`config.mk`:
```
export PLATFORM = sky130hd
export DESIGN_NAME = sensor_window_mode_selector_flat
export DESIGN_NICKNAME = d
export VERILOG_FILES = /design/src/design/swms_pkg.sv /design/src/design/swms_stream_if.sv /design/src/design/swms_cfg_if.sv /design/src/design/swms_cfg_regs.sv /design/src/design/swms_window.sv /design/src/design/sensor_window_mode_selector.sv /design/src/flat_wrapper.sv
export SDC_FILE = /design/constraint.sdc
export NUM_CORES = 1
export LEC_CHECK = 0
export BUFFER_PORTS_ARGS = -buffer_cell sky130_fd_sc_hd__buf_2
export CELL_PAD_IN_SITES_DETAIL_PLACEMENT = 1
export CELL_PAD_IN_SITES_GLOBAL_PLACEMENT = 2
export CORE_AREA = 2 2 60 118
export DETAILED_ROUTE_END_ITERATION = 10
export DIE_AREA = 0 0 62 120
export GPL_TIMING_DRIVEN = 0
export PLACE_DENSITY_LB_ADDON = 0.1
export SLEW_MARGIN = 15
export SYNTH_ARGS = -nofsm -noshare
export SYNTH_HDL_FRONTEND = slang
export SYNTH_SLANG_ARGS = --single-unit
```
`constraint.sdc`:
```
create_clock -name clk -period 7.5 [get_ports clk]
set_input_delay 1.125 -clock clk [delete_from_list [all_inputs] [get_ports clk]]
set_output_delay 1.125 -clock clk [all_outputs]
set_load 0.01 [all_outputs]
```
`src/design/swms_pkg.sv`:
```
`default_nettype none

package swms_pkg;

  localparam int WINDOW_DEF = 15;

  localparam int CFG_IDX_W  = 2;
  localparam int CFG_DATA_W = 2;

  // Drive modes
  localparam logic [1:0] MODE_ECO   = 2'd0;
  localparam logic [1:0] MODE_SPORT = 2'd1;
  localparam logic [1:0] MODE_ROAD  = 2'd2;

  // Button kinds
  localparam logic [1:0] BTN_PHYSICAL = 2'd0;
  localparam logic [1:0] BTN_EXTERNAL = 2'd1;
  localparam logic [1:0] BTN_FIXED    = 2'd2;

  // Kill switch sources
  localparam logic [1:0] KILL_NONE         = 2'd0;
  localparam logic [1:0] KILL_BUTTON       = 2'd1;
  localparam logic [1:0] KILL_BUTTON_BRAKE = 2'd2;

  // Configuration register indexes
  localparam logic [CFG_IDX_W-1:0] REG_BUTTON_KIND  = 2'd0;
  localparam logic [CFG_IDX_W-1:0] REG_KILL_SOURCE  = 2'd1;
  localparam logic [CFG_IDX_W-1:0] REG_CRASH_ENABLE = 2'd2;
  localparam logic [CFG_IDX_W-1:0] REG_STAND_ENABLE = 2'd3;

  typedef struct packed {
    logic       button_pin;
    logic       crash_pin;
    logic       stand_pin;
    logic       set_external;
    logic [1:0] external_value;
    logic       reapply_request;
  } sample_t;

  typedef struct packed {
    logic       window_done;
    logic [1:0] drive_mode;
    logic       apply_mode;
    logic       warning_any;
    logic       warn_crash;
    logic       warn_stand;
    logic       warn_kill;
  } result_t;

  typedef struct packed {
    logic [1:0] button_kind;
    logic [1:0] kill_source;
    logic       crash_enable;
    logic       stand_enable;
  } cfg_t;

endpackage

`default_nettype wire

```
`src/design/swms_stream_if.sv`:
```
`default_nettype none

interface swms_stream_if #(
  parameter type payload_t = logic
);
  logic     valid;
  logic     ready;
  payload_t data;

  modport source (output valid, output data, input ready);
  modport sink   (input valid, input data, output ready);
endinterface

`default_nettype wire

```
`src/design/swms_cfg_if.sv`:
```
`default_nettype none

interface swms_cfg_if;
  logic                            valid;
  logic                            ready;
  logic [swms_pkg::CFG_IDX_W-1:0]  index;
  logic [swms_pkg::CFG_DATA_W-1:0] wdata;

  modport source (output valid, output index, output wdata, input ready);
  modport sink   (input valid, input index, input wdata, output ready);
endinterface

`default_nettype wire

```
`src/design/swms_cfg_regs.sv`:
```
`default_nettype none

module swms_cfg_regs (
  input  wire logic                            clk,
  input  wire logic                            rst,
  input  wire logic                            wr_en,
  input  wire logic [swms_pkg::CFG_IDX_W-1:0]  wr_index,
  input  wire logic [swms_pkg::CFG_DATA_W-1:0] wr_data,
  output swms_pkg::cfg_t                       cfg
);

  swms_pkg::cfg_t regs;

  always_ff @(posedge clk) begin
    if (rst) begin
      regs <= '0;
    end else if (wr_en) begin
      case (wr_index)
        swms_pkg::REG_BUTTON_KIND:  regs.button_kind  <= wr_data;
        swms_pkg::REG_KILL_SOURCE:  regs.kill_source  <= wr_data;
        swms_pkg::REG_CRASH_ENABLE: regs.crash_enable <= wr_data[0];
        swms_pkg::REG_STAND_ENABLE: regs.stand_enable <= wr_data[0];
        default: ;
      endcase
    end
  end

  assign cfg = regs;

endmodule

`default_nettype wire

```
`src/design/swms_window.sv`:
```
`default_nettype none

module swms_window #(
  parameter int WINDOW = swms_pkg::WINDOW_DEF
) (
  input  wire logic              clk,
  input  wire logic              rst,
  input  wire logic              step,
  input  wire swms_pkg::sample_t smp,
  input  wire swms_pkg::cfg_t    cfg,
  output swms_pkg::result_t      res
);

  localparam int CNT_W  = $clog2(WINDOW + 1);
  localparam int PROD_W = CNT_W + 3;
  localparam logic [CNT_W-1:0]  WIN_CNT  = CNT_W'(WINDOW);
  localparam logic [PROD_W-1:0] HIGH_LIM = PROD_W'(4 * WINDOW);
  localparam logic [PROD_W-1:0] LOW_LIM  = PROD_W'(WINDOW);

  logic [CNT_W-1:0] tick_count, tick_count_next;
  logic [CNT_W-1:0] button_sum, button_sum_next;
  logic [CNT_W-1:0] crash_sum, crash_sum_next;
  logic [CNT_W-1:0] stand_sum, stand_sum_next;
  logic [1:0]       current_mode, current_mode_next;
  logic [1:0]       external_mode, external_mode_next;
  logic             kill_latched, kill_latched_next;
  logic             reapply_pending, reapply_pending_next;

  logic [CNT_W-1:0] tick_inc, button_acc, crash_acc, stand_acc;
  logic [1:0]       ext_eff, mode_now;
  logic             reap_eff, done, change, b_high, b_low, c_high, s_high;

  // sum * 5 as shift and add
  function automatic logic [PROD_W-1:0] times5(input logic [CNT_W-1:0] v);
    logic [PROD_W-1:0] w;
    w = PROD_W'(v);
    return (w << 2) + w;
  endfunction

  always_comb begin
    ext_eff  = (smp.set_external && smp.external_value <= swms_pkg::MODE_ROAD)
             ? smp.external_value : external_mode;
    reap_eff = reapply_pending | smp.reapply_request;

    tick_inc   = tick_count + CNT_W'(1);
    button_acc = button_sum + CNT_W'(smp.button_pin);
    crash_acc  = crash_sum + CNT_W'(smp.crash_pin);
    stand_acc  = stand_sum + CNT_W'(smp.stand_pin);
    done       = (tick_inc == WIN_CNT);

    b_high = times5(button_acc) > HIGH_LIM;
    b_low  = times5(button_acc) < LOW_LIM;
    c_high = times5(crash_acc) > HIGH_LIM;
    s_high = times5(stand_acc) > HIGH_LIM;

    kill_latched_next = kill_latched;
    if (done && cfg.button_kind == swms_pkg::BTN_PHYSICAL && b_low &&
        (cfg.kill_source == swms_pkg::KILL_BUTTON ||
         cfg.kill_source == swms_pkg::KILL_BUTTON_BRAKE)) begin
      kill_latched_next = 1'b1;
    end

    case (cfg.button_kind)
      swms_pkg::BTN_PHYSICAL: begin
        mode_now = current_mode;
        if (b_high) mode_now = swms_pkg::MODE_SPORT;
        if (b_low)  mode_now = swms_pkg::MODE_ECO;
        if (ext_eff == swms_pkg::MODE_ROAD) mode_now = swms_pkg::MODE_ROAD;
      end
      swms_pkg::BTN_EXTERNAL: mode_now = ext_eff;
      default:                mode_now = swms_pkg::MODE_SPORT;
    endcase

    change = done && ((current_mode != mode_now) ||
                      (current_mode != swms_pkg::MODE_SPORT && reap_eff));

    current_mode_next    = change ? mode_now : current_mode;
    external_mode_next   = (change && ext_eff != swms_pkg::MODE_ROAD) ? mode_now : ext_eff;
    reapply_pending_next = done ? 1'b0 : reap_eff;

    // close the window: clear counters
    tick_count_next = done ? '0 : tick_inc;
    button_sum_next = done ? '0 : button_acc;
    crash_sum_next  = done ? '0 : crash_acc;
    stand_sum_next  = done ? '0 : stand_acc;

    res.window_done = done;
    res.drive_mode  = current_mode_next;
    res.apply_mode  = change && !kill_latched_next;
    res.warn_crash  = done && cfg.crash_enable && c_high;
    res.warn_stand  = done && cfg.stand_enable && s_high;
    res.warn_kill   = done && kill_latched_next;
    res.warning_any = res.warn_crash | res.warn_stand | res.warn_kill;
  end

  always_ff @(posedge clk) begin
    if (rst) begin
      tick_count      <= '0;
      button_sum      <= '0;
      crash_sum       <= '0;
      stand_sum       <= '0;
      current_mode    <= swms_pkg::MODE_SPORT;
      external_mode   <= swms_pkg::MODE_SPORT;
      kill_latched    <= 1'b0;
      reapply_pending <= 1'b1;
    end else if (step) begin
      tick_count      <= tick_count_next;
      button_sum      <= button_sum_next;
      crash_sum       <= crash_sum_next;
      stand_sum       <= stand_sum_next;
      current_mode    <= current_mode_next;
      external_mode   <= external_mode_next;
      kill_latched    <= kill_latched_next;
      reapply_pending <= reapply_pending_next;
    end
  end

  a_tick_in_window: assert property (@(posedge clk) disable iff (rst)
    tick_count < WIN_CNT)
    else $error("tick count left the window");

  a_kill_sticks: assert property (@(posedge clk) disable iff (rst)
    kill_latched |=> kill_latched)
    else $error("kill latch released without reset");

  a_apply_on_decision: assert property (@(posedge clk) disable iff (rst)
    (step && res.apply_mode) |-> (res.window_done && !kill_latched_next))
    else $error("apply raised outside a decision or while killed");

  a_tick_advance: assert property (@(posedge clk) disable iff (rst)
    (step && !done) |=> (tick_count == $past(tick_count) + CNT_W'(1)))
    else $error("tick count failed to advance");

  a_window_clears: assert property (@(posedge clk) disable iff (rst)
    (step && done) |=> (tick_count == '0 && button_sum == '0 && !reapply_pending))
    else $error("window state not cleared after decision");

endmodule

`default_nettype wire

```
`src/design/sensor_window_mode_selector.sv`:
```
// Channel   Dir   Payload
// --------  ----  ---------------------------------------------------------
// sample    sink  button/crash/stand pins, set_external, external_value,
//                 reapply_request (one tick per beat)
// result    src   window_done, drive_mode, apply_mode, warning flags
// cfg       sink  register index + write data, always ready
//
// One beat in, one beat out. A beat is captured in the input register,
// then the window logic updates its state and loads the result register;
// a new beat is taken every cycle while the result is not stalled.
// Synchronous active-high reset: sport mode, reapply pending, sums cleared.
// A stalled result holds the result register; the input register takes at
// most one more beat, then sample.ready drops until result.ready returns.
`default_nettype none

module sensor_window_mode_selector #(
  parameter int WINDOW = swms_pkg::WINDOW_DEF
) (
  input wire logic      clk,
  input wire logic      rst,
  swms_stream_if.sink   sample,
  swms_stream_if.source result,
  swms_cfg_if.sink      cfg
);

  logic              hold_valid;
  swms_pkg::sample_t hold_data;
  logic              out_valid;
  swms_pkg::result_t out_data;

  swms_pkg::cfg_t    cfg_regs;
  swms_pkg::result_t res;
  logic              advance;

  assign advance      = hold_valid && (!out_valid || result.ready);
  assign sample.ready = !hold_valid || advance;
  assign cfg.ready    = 1'b1;
  assign result.valid = out_valid;
  assign result.data  = out_data;

  swms_cfg_regs u_cfg (
    .clk      (clk),
    .rst      (rst),
    .wr_en    (cfg.valid),
    .wr_index (cfg.index),
    .wr_data  (cfg.wdata),
    .cfg      (cfg_regs)
  );

  swms_window #(
    .WINDOW (WINDOW)
  ) u_window (
    .clk  (clk),
    .rst  (rst),
    .step (advance),
    .smp  (hold_data),
    .cfg  (cfg_regs),
    .res  (res)
  );

  always_ff @(posedge clk) begin
    if (rst) begin
      hold_valid <= 1'b0;
      out_valid  <= 1'b0;
    end else begin
      if (sample.ready) hold_valid <= sample.valid;
      if (advance) begin
        out_valid <= 1'b1;
      end else if (result.ready) begin
        out_valid <= 1'b0;
      end
    end
  end

  always_ff @(posedge clk) begin
    if (sample.valid && sample.ready) hold_data <= sample.data;
    if (advance) out_data <= res;
  end

endmodule

`default_nettype wire

```
`src/flat_wrapper.sv`:
```
// flat-port wrapper written by rule: the top's interface ports become plain ports
module sensor_window_mode_selector_flat 
#(
  parameter int WINDOW = swms_pkg::WINDOW_DEF
)
  (clk, rst, sample_valid, sample_data, sample_ready, result_valid, result_data, result_ready, cfg_valid, cfg_index, cfg_wdata, cfg_ready);
  swms_stream_if #(.payload_t(swms_pkg::sample_t)) sample_i ();
  swms_stream_if #(.payload_t(swms_pkg::result_t)) result_i ();
  swms_cfg_if cfg_i ();
  input wire logic clk;
  input wire logic rst;
  input wire logic [$bits(sample_i.valid)-1:0] sample_valid;
  input wire logic [$bits(sample_i.data)-1:0] sample_data;
  output wire logic [$bits(sample_i.ready)-1:0] sample_ready;
  output wire logic [$bits(result_i.valid)-1:0] result_valid;
  output wire logic [$bits(result_i.data)-1:0] result_data;
  input wire logic [$bits(result_i.ready)-1:0] result_ready;
  input wire logic [$bits(cfg_i.valid)-1:0] cfg_valid;
  input wire logic [$bits(cfg_i.index)-1:0] cfg_index;
  input wire logic [$bits(cfg_i.wdata)-1:0] cfg_wdata;
  output wire logic [$bits(cfg_i.ready)-1:0] cfg_ready;
  assign sample_i.valid = sample_valid;
  assign sample_i.data = sample_data;
  assign sample_ready = sample_i.ready;
  assign result_valid = result_i.valid;
  assign result_data = result_i.data;
  assign result_i.ready = result_ready;
  assign cfg_i.valid = cfg_valid;
  assign cfg_i.index = cfg_index;
  assign cfg_i.wdata = cfg_wdata;
  assign cfg_ready = cfg_i.ready;
  sensor_window_mode_selector #(.WINDOW(WINDOW)) u_core (.clk(clk), .rst(rst), .sample(sample_i), .result(result_i), .cfg(cfg_i));
endmodule
```
# Yosys cells after proc, flatten, opt, wreduce, memory -nomap -nowiden
# Index checks and enable logic that the tools add are counted.
word_totals:
  ff_bits: 45
  inputBits: 16
  output_inout_bits: 11
op_classes:
  n_addsub: 7
  n_lt_le_gt_ge: 5
  n_eq_ne: 11
  n_mux: 15
  bitwise: 3
  n_reduce_logical: 29
ops:
  columns: ["operator", "n"]
  rows:
  - ["adder 6 x 4 -> 7 bit", 3]
  - ["> comparator 7 x 6 -> 1 bit (second input constant)", 3]
  - ["two-way mux 4 bit", 4]
  - ["logical AND 1 bit", 15]
  - ["adder 4 x 1 -> 4 bit", 3]
  - ["two-way mux 2 bit", 6]
  - ["equality test 2 bit (second input constant)", 4]
  - ["AND reduction 2 bit", 4]
  - ["< comparator 7 x 4 -> 1 bit (second input constant)", 1]
  - ["equality test 2 x 1 -> 1 bit (second input constant)", 3]
  - ["adder 4 x 1 -> 4 bit (second input constant)", 1]
  - ["equality test 4 bit (second input constant)", 1]
  - ["logical NOT 2 bit", 2]
  - ["logical OR 1 bit", 4]
  - ["two-way mux 1 bit", 4]
  - ["one-hot mux 2 bit (2 select lines)", 1]
  - ["logical NOT 1 bit", 3]
  - ["OR 1 bit", 3]
  - ["<= comparator 2 bit (second input constant)", 1]
  - ["inequality test 2 x 1 -> 1 bit (second input constant)", 1]
  - ["inequality test 2 bit", 1]
  - ["inequality test 2 bit (second input constant)", 1]
  - ["nonzero test 2 bit", 1]

# Longest topological paths before layout
# Gate-level depths: netlist (run 1).
logic_depth:
  depth_word: 12
  mapped_depth: 14

# By module
# From an unflattened synthesis (run 1), not the netlist that was laid out.
hier_totals:
  cells_unflattened: 268
  hier_area_um2: 2533.7
by_module_without_submodules:
  columns: ["module", "instances", "cells_each", "area_each_um2"]
  rows:
  - ["swms_window", 1, 217, 1699.1]
  - ["sensor_window_mode_selector", 1, 27, 565.5]
  - ["swms_cfg_regs", 1, 24, 269.0]

# Worst setup path before layout (run 1)
# Ideal clock, no wire load.
synth_path:
  path_kind: "reg-to-reg"
  start: "reg u_core.hold_data[6] (netlist bit)"
  end: "reg u_core.u_window.external_mode[0]"
  arrival_ns: 3.164
  required_time_ns: 7.378
  path_slack_ns: 4.214
  path_stages_with_launch: 14
  path_buffers: 0
  synth_period_minus_slack_ns: 3.286
  path_cell_list: "edfxtp_1 ha_1 ha_1 xor2_2 ha_1 inv_1 fa_1 mux2_1 and3_4 a211oi_4 nor3_4 a2111oi_4 o31ai_1 a221o_1"
synth_via:
  elab_chain_len: 12
  word_cells_on_any_way: 13
  cone_classes: "add/sub (2); order compare (2); eq/ne (1); mux (5); reduce/logical (3)"
synth_lines:
  columns: ["item", "line_no", "text"]
  rows:
  - ["start, declared", "sensor_window_mode_selector.sv:27", "swms_pkg::sample_t hold_data;"]
  - ["start signal, assigned", "sensor_window_mode_selector.sv:76", "if (sample.valid && sample.ready) hold_data <= sample.data;"]
  - ["adder 4 x 1 -> 4 bit *", "swms_window.sv:46", "button_acc = button_sum + CNT_W'(smp.button_pin);"]
  - ["adder 6 x 4 -> 7 bit *", "swms_window.sv:37", "return (w << 2) + w;"]
  - ["> comparator 7 x 6 -> 1 bit", "swms_window.sv:51", "b_high = times5(button_acc) > HIGH_LIM;"]
  - ["two-way mux 2 bit", "swms_window.sv:66", "if (b_high) mode_now = swms_pkg::MODE_SPORT;"]
  - ["two-way mux 2 bit *", "swms_window.sv:67", "if (b_low) mode_now = swms_pkg::MODE_ECO;"]
  - ["two-way mux 2 bit *", "swms_window.sv:68", "if (ext_eff == swms_pkg::MODE_ROAD) mode_now = swms_pkg::MODE_ROAD;"]
  - ["one-hot mux 2 bit (2 select lines) *", "swms_window.sv:63", "case (cfg.button_kind)"]
  - ["inequality test 2 bit", "swms_window.sv:74", "change = done && ((current_mode != mode_now) ||"]
  - ["logical OR 1 bit", "swms_window.sv:74", null]
  - ["logical AND 1 bit", "swms_window.sv:74", null]
  - ["logical AND 1 bit", "swms_window.sv:78", "external_mode_next = (change && ext_eff != swms_pkg::MODE_ROAD) ? mode_now : ext_eff;"]
  - ["two-way mux 2 bit *", "swms_window.sv:78", null]
  - ["end signal, assigned", "swms_window.sv:103", "external_mode <= swms_pkg::MODE_SPORT;"]
  - ["end signal, assigned", "swms_window.sv:112", "external_mode <= external_mode_next;"]
  - ["end, declared", "swms_window.sv:25", "logic [1:0] external_mode, external_mode_next;"]
# Every way passes the cells marked *; elsewhere a longest branch is shown, timed or not.
# A chain may end at the register's enable or synchronous reset.

# Worst setup path after layout (run 1)
# Same ends and word-level chain as after synthesis.

==> flow_metrics.tcl, run 1 <==
set metrics [dict create \
    status "finished, final reports clean" \
    use_met1 0.212 \
    vias 2009 \
    yosys_warnings 0 \
    antenna_found_initial 0 \
    syn_inst 264 \
    hold_path_end "u_core.u_window.button_sum[0]$_SDFFE_PP0P_" \
    grt_first_pass_wirelength_mm 10.5 \
    reg2reg_slack_ns 3.86 \
    drive_gt1_frac 0.155 \
    ir_drop_mv 0.138 \
    root_buffer "clkbuf_16" \
    yosys-top-cells-area "dfxtp_1 (24%), edfxtp_1 (18%), ha_1 (7.1%)" \
    cp.depth 14 \
    postCtsHoldBufs 0 \
    cts.sinks 45 \
    synth_edf_count 15 \
    cts_tree "done" \
    rr_endpoint "u_core.u_window.external_mode[0]$_SDFFE_PP1P_" \
    grt_use_total 0.193 \
    ys.flop_type "dfxtp_1" \
    overflow 0 \
    crit_type "reg -> reg" \
    grt_max_degree 18 \
    finalNetCount 328 \
    critPathTopFamily "adder cells" \
    synth_fp_nets 297 \
    setup_viol 0 \
    grt-busiest-layer "met2" \
    clk_pin_slew_worst_paths_ns 0.07 \
    end_kind "register" \
    reg2regPathDepth 14 \
    place.gp.congestion 0.856 \
    synth_top_area_frac 0.244 \
    slowest_stage "fa_1" \
    fmax_ghz 0.275 \
    dpl.hpwl_mm 4.89 \
    use_met2 0.355 \
    drtAntennaViolNets 0 \
    relSlewSlack 0.332 \
    r2r-start "u_core.hold_data[6]$_DFFE_PP_" \
    core_um2 6570 \
    rows 42 \
    path_cells "ha_1 > ha_1 > xor2_2 > ha_1 > inv_1 > fa_1 > nor2b_1 > nand3_1 > and3_4 > a211oi_4 > nor3_4 > a2111oi_4 > o31ai_1 > a221o_1" \
    drcViolationCount 0 \
    antennaDiodeCount 0 \
    p_per_area_nw_per_um2 189 \
    max_stage_delay_ns 0.44 \
    via_per_inst 5.23 \
    ys_ff_latch 45 \
    dr.pass1.iters 4 \
    tritoncts.num_buffers 5 \
    maxSlewViolCount 0 \
    critPathMostFrequentCell "ha_1" \
    start_util 0.375 \
    maxCapViolCount 0 \
    netlist_area_um2 2460 \
    wl_mm 6.30 \
    grt_pass1_vias 2088 \
    tns_ns 0 \
    ioPinCount 27 \
    worstMarginPinSlew_ns 1.00 \
    area_growth_pct 15.3 \
    period_share 0.485 \
    finClkSkew_ns 0.00536 \
    final_util 0.433 \
    worstSkewPairLatency_ns 0.29 \
    wl_per_cell_um 16.4 \
    hold_depth 2 \
    hp-start "u_core.u_window.button_sum[0]$_SDFFE_PP0P_" \
    drt-initial-drc-count 50 \
    portBuffers 24 \
    die_area_um2 7440 \
    synth_top_area_cell "dfxtp_1" \
    ys_types 52 \
    synthArstFlopShare 0 \
    yosysMostFrequentCell "dfxtp_1" \
    synth_common_cells "dfxtp_1 (30), nor2_1 (28), a21oi_1 (26)" \
    crit_fanout 4 \
    yosysSeqAreaShare 0.426 \
    arrival_ns 3.82 \
    p_leak_nw 1.15 \
    cp-start-kind "register" \
    cts_resized 0 \
    hold_viol_final 0 \
    n_fill_cell 794 \
    clock_path_buffers 2 \
    rsz0062_at_grt "false" \
    cp.required_ns 7.68 \
    final.min_clock_period_ns 3.64 \
    use_met3 0.0291 \
    cts_setup_buffers 0 \
    htree_levels 2 \
    die_w_um 62 \
    avgSynthCellArea_um2 9.34 \
    cp_num_buf_inv 1 \
    die_y_um 120 \
    min_path_type "reg -> reg" \
]
## sequential cells by signal, summed over array words and instances, names as in the netlist
signal and cells:
u_core.u_window.external_mode 2, u_core.u_window.stand_sum 4, u_core.hold_valid 1, u_core.result.data 8, u_core.u_window.tick_count 4, u_core.u_window.button_sum 4
u_core.u_window.current_mode 2, u_core.u_cfg.cfg 6, u_core.u_window.kill_latched 1, u_core.u_window.crash_sum 4, u_core.hold_data 7, u_core.result.valid 1
u_core.u_window.reapply_pending 1
## metrics by stage
step	setup WS, ns	instances	instance area, um2	total power, mW	hold slack (ns)
after floorplan	4.21	264	2460	0.301	0.436
after global placement	3.86	376	2700	0.319	0.444
after detailed placement	3.86	376	2700	0.321	0.458
after CTS	3.83	384	2840	0.544	0.466
after global routing	3.55	384	2840	0.559	0.489
final	3.86	384	2840	0.537	0.463
## how the worst max path moves through the flow
stage | start | endpoint | slack (ns)
global route | u_core.hold_data[6]$_DFFE_PP_ | u_core.u_window.external_mode[1]$_SDFFE_PP0P_ | 3.55
detailed placement | u_core.hold_data[6]$_DFFE_PP_ | u_core.u_window.external_mode[0]$_SDFFE_PP1P_ | 3.86
floorplan | u_core.hold_data[6]$_DFFE_PP_ | u_core.u_window.external_mode[0]$_SDFFE_PP1P_ | 4.21
finish | u_core.hold_data[6]$_DFFE_PP_ | u_core.u_window.external_mode[0]$_SDFFE_PP1P_ | 3.86
global placement | u_core.hold_data[6]$_DFFE_PP_ | u_core.u_window.external_mode[0]$_SDFFE_PP1P_ | 3.86
CTS | u_core.hold_data[6]$_DFFE_PP_ | u_core.u_window.external_mode[0]$_SDFFE_PP1P_ | 3.83
## layout make-up
| type | count | area (um2) | share of cell area |
|---|---|---|---|
| multi-input cells | 196 | 1320 | 0.466 |
| flip-flops and latches | 45 | 1050 | 0.370 |
| clock buffers | 5 | 125 | 0.0440 |
| repair buffers | 24 | 120 | 0.0423 |
| well taps | 88 | 110 | 0.0387 |
| inverters | 13 | 48.8 | 0.0172 |
| plain buffers | 10 | 41.3 | 0.0145 |
| clock inverters | 3 | 21.3 | 0.00749 |
## routing by layer
layer  wire length (um)  part of all wire
met1               2410              0.38
met5                  0                 0
met3                115             0.018
met4                 92             0.015
met2               3690              0.59
## power by group
| group | switching [mW] | total (mW) | internal, mW |
|---|---|---|---|
| Combinational | 0.0301 | 0.0485 | 0.0184 |
| Sequential | 0.00525 | 0.266 | 0.260 |
| Clock | 0.0991 | 0.223 | 0.124 |
## worst reg2reg max path: cells and delay by family (launching register included)
family | cells | cell delay [ns]
xor+xnor | 1 | 0.25
buf+inv | 1 | 0.07
simple gates | 4 | 0.65
fa+ha+maj | 4 | 1.16
flops | 1 | 0.37
compound gates | 4 | 1.05
## placed cells by master, fill, tap and decap left out, types with 4 or more instances in the layout
cell	Yosys	final
dfxtp_1	30	30
nor2_1	28	28
a21oi_1	26	26
nand2_1	24	24
buf_2	0	24
nand3_1	17	17
edfxtp_1	15	15
ha_1	14	14
inv_1	13	13
clkbuf_1	9	9
o21ai_0	9	9
mux2i_1	7	7
nor3_1	5	5
clkbuf_16	0	5
nand2b_1	4	4
a31oi_1	4	4
xor2_1	4	4
nand3b_1	4	4
## logic make-up after synthesis
| kind of cell | after synthesis | share of synthesized area |
|---|---|---|
| mux | 8 | 0.0330 |
| buf+inv | 23 | 0.0365 |
| simple gates | 102 | 0.208 |
| fa+ha+maj | 17 | 0.0954 |
| flops | 45 | 0.426 |
| other cells | 1 | 0.00152 |
| xor+xnor | 9 | 0.0381 |
| compound gates | 59 | 0.161 |
Power figures use the tool's default switching activity.
==> run 2, diff against run 1 <==
--- a/config.mk
+++ b/config.mk
@@ -8,9 +8,9 @@
 export BUFFER_PORTS_ARGS = -buffer_cell sky130_fd_sc_hd__buf_2
 export CELL_PAD_IN_SITES_DETAIL_PLACEMENT = 1
 export CELL_PAD_IN_SITES_GLOBAL_PLACEMENT = 2
-export CORE_AREA = 2 2 60 118
+export CORE_AREA = 2 2 65 128
 export DETAILED_ROUTE_END_ITERATION = 10
-export DIE_AREA = 0 0 62 120
+export DIE_AREA = 0 0 67 130
 export GPL_TIMING_DRIVEN = 0
 export PLACE_DENSITY_LB_ADDON = 0.1
 export SLEW_MARGIN = 15
==> constraint.sdc (replaced) <==
create_clock -name clk -period 3 [get_ports clk]
set_input_delay 0.45 -clock clk [delete_from_list [all_inputs] [get_ports clk]]
set_output_delay 0.45 -clock clk [all_outputs]
set_load 0.01 [all_outputs]
==> flow_metrics.tcl, run 2 (synthesis results as in run 1) <==
set metrics [dict create \
    drive_gt1_frac 0.267 \
    max_stage_delay_ns 0.54 \
    worstSkewPairLatency_ns 0.29 \
    final_area_um2 3160 \
    largest_register_ffs 8 \
    maxCapViolCount 0 \
    vias 2087 \
    cp-start-kind "register" \
    min_path_type "in -> reg" \
    ir_drop_mv 0.328 \
    grt_max_degree 18 \
    maxSlewViolCount 0 \
    critPathMostFrequentCell "ha_4" \
    crit_start "u_core.hold_data[6]$_DFFE_PP_" \
    drt-initial-drc-count 58 \
    final.min_clock_period_ns 3.44 \
    die_y_um 130 \
    crit_fanout 3 \
    period_share 1.15 \
    rr_endpoint "u_core.u_window.external_mode[1]$_SDFFE_PP0P_" \
    tritoncts.num_buffers 5 \
    rsz0062_at_grt "true" \
    critPathTopFamily "adder cells" \
    end_kind "register" \
    cts.sinks 45 \
    dr.pass1.iters 4 \
    status "finished with violations" \
    antennaDiodeCount 0 \
    drtAntennaViolNets 0 \
    hold_viol_final 0 \
    violations "negative setup slack" \
    layout_commonest_cell "dfxtp_1" \
    reg2regPathDepth 14 \
    area_growth_pct 28.4 \
    worstMarginPinSlew_ns 0.985 \
    fin_ws_ns -0.438 \
    p_leak_nw 1.23 \
    grt_pass1_vias 2133 \
    grt_first_pass_wirelength_mm 11.1 \
    dpl.hpwl_mm 5.02 \
    die_area_um2 8710 \
    root_buffer "clkbuf_16" \
    slowest_stage "fa_2" \
    drcViolationCount 0 \
    postCtsHoldBufs 0 \
    portBuffers 24 \
    whs_ns 0.330 \
    finalNetCount 339 \
    overflow 0 \
    via_per_inst 5.18 \
    place_ws_ns -0.582 \
    arrival_ns 3.65 \
    finClkSkew_ns 0.00565 \
    cp.required_ns 3.22 \
    clock_path_buffers 2 \
    cp_num_buf_inv 2 \
    crit_type "reg -> reg" \
    core_um2 7830 \
    tns_ns -1.61 \
    die_w_um 67 \
    grt_use_total 0.175 \
    mostFrequentLayoutCells "dfxtp_1 (29), nor2_1 (26), a21oi_1 (25)" \
    placed_cell_area_um2 2770 \
    crit_path_end "u_core.u_window.external_mode[1]$_SDFFE_PP0P_" \
    wl_per_cell_um 17.4 \
    path_cells "ha_4 > ha_4 > xor2_4 > ha_4 > inv_2 > fa_2 > nor2b_4 > a21oi_2 > o221ai_4 > a211oi_4 > buf_4 > a211oi_1 > or4_1 > a31oi_1" \
    ioPinCount 27 \
    hold_depth 1 \
    reg2reg_slack_ns -0.44 \
    clk_pin_slew_worst_paths_ns 0.07 \
    fmax_ghz 0.291 \
    rows 46 \
    total_power_mw 1.45 \
    setup_viol 6 \
    n_fill_cell 941 \
    start_util 0.315 \
    cts_tree "done" \
    relSlewSlack 0.343 \
    place.gp.congestion 0.774 \
    cp.depth 14 \
    antenna_found_initial 0 \
    htree_levels 2 \
    p_per_area_nw_per_um2 459 \
    wl_mm 7.03 \
    r2r-start "u_core.hold_data[6]$_DFFE_PP_" \
]
-- run 2: cell count changes in the layout (fill, tap and decap cells not counted), moves of 2 or more --
cell / before / now
ha_2: 0 / 3
nor2_2: 0 / 2
o21ai_2: 1 / 3
ha_4: 0 / 3
nor2_1: 28 / 26
xnor2_1: 3 / 1
inv_1: 13 / 11
o21ai_0: 9 / 7
inv_2: 0 / 2
nand3_1: 17 / 15
ha_1: 14 / 8
buf_4: 1 / 11
-- run 2: layer usage --
layer	track usage	vias to the layer above	routed length (um)	share of wire
li1	-	1024	-	-
met1	0.202	1024	2900	0.41
met2	0.313	33	3830	0.55
met3	0.0319	6	183	0.026
met4	0.0612	0	110	0.016
met5	0	-	0	0
-- run 2: worst reg2reg max path: cells and delay by family, from the launching register on --
family,cells,cell delay [ns]
xor+xnor,1,0.23
buf+inv,2,0.21
flops,1,0.43
compound gates,5,0.87
fa+ha+maj,4,1.09
simple gates,2,0.54
-- run 2: how the worst min path moves through the flow --
stage / end / slack [ns] / startpoint
CTS: u_core.hold_data[3]$_DFFE_PP_ / 0.32 / sample_data[3]
finish: u_core.hold_data[3]$_DFFE_PP_ / 0.33 / sample_data[3]
floorplan: u_core.u_window.crash_sum[0]$_SDFFE_PP0P_ / 0.44 / u_core.u_window.crash_sum[0]$_SDFFE_PP0P_
detailed placement: u_core.u_window.stand_sum[0]$_SDFFE_PP0P_ / 0.46 / u_core.u_window.stand_sum[0]$_SDFFE_PP0P_
global route: u_core.hold_data[1]$_DFFE_PP_ / 0.32 / sample_data[1]
global placement: u_core.u_window.crash_sum[0]$_SDFFE_PP0P_ / 0.44 / u_core.u_window.crash_sum[0]$_SDFFE_PP0P_
-- run 2: metrics by stage --
stage	util	std cells
2_1_floorplan	-	264
3_3_place_gp	0.354	384
3_5_place_dp	0.354	384
4_1_cts	0.394	401
5_1_grt	0.404	403
6_report	0.404	403
-- run 2: layout make-up --
type | instances | area [um2] | area share
Buffer | 10 | 41.3 | 0.0130
Clock buffer | 5 | 125 | 0.0395
Clock inverter | 3 | 46.3 | 0.0146
Inverter | 13 | 48.8 | 0.0154
Multi-Input combinational cell | 196 | 1520 | 0.482
Sequential cell | 45 | 1050 | 0.333
Tap cell | 96 | 120 | 0.0380
Timing Repair Buffer | 35 | 206 | 0.0652
-- run 2: power breakdown --
| part | switching, mW | internal, mW | total, mW |
|---|---|---|---|
| Sequential | 0.0140 | 0.651 | 0.665 |
| Combinational | 0.0855 | 0.0581 | 0.144 |
| Clock | 0.249 | 0.395 | 0.643 |
| Total | 0.348 | 1.10 | 1.45 |
-- run 2: repair_timing --
item,in CTS,in global routing
endpoints found under the setup margin,9,8
hold endpoints to repair,0,0
cloned,0,0
pin swaps,11,9
gates resized for setup,12,16
setup buffers,9,2
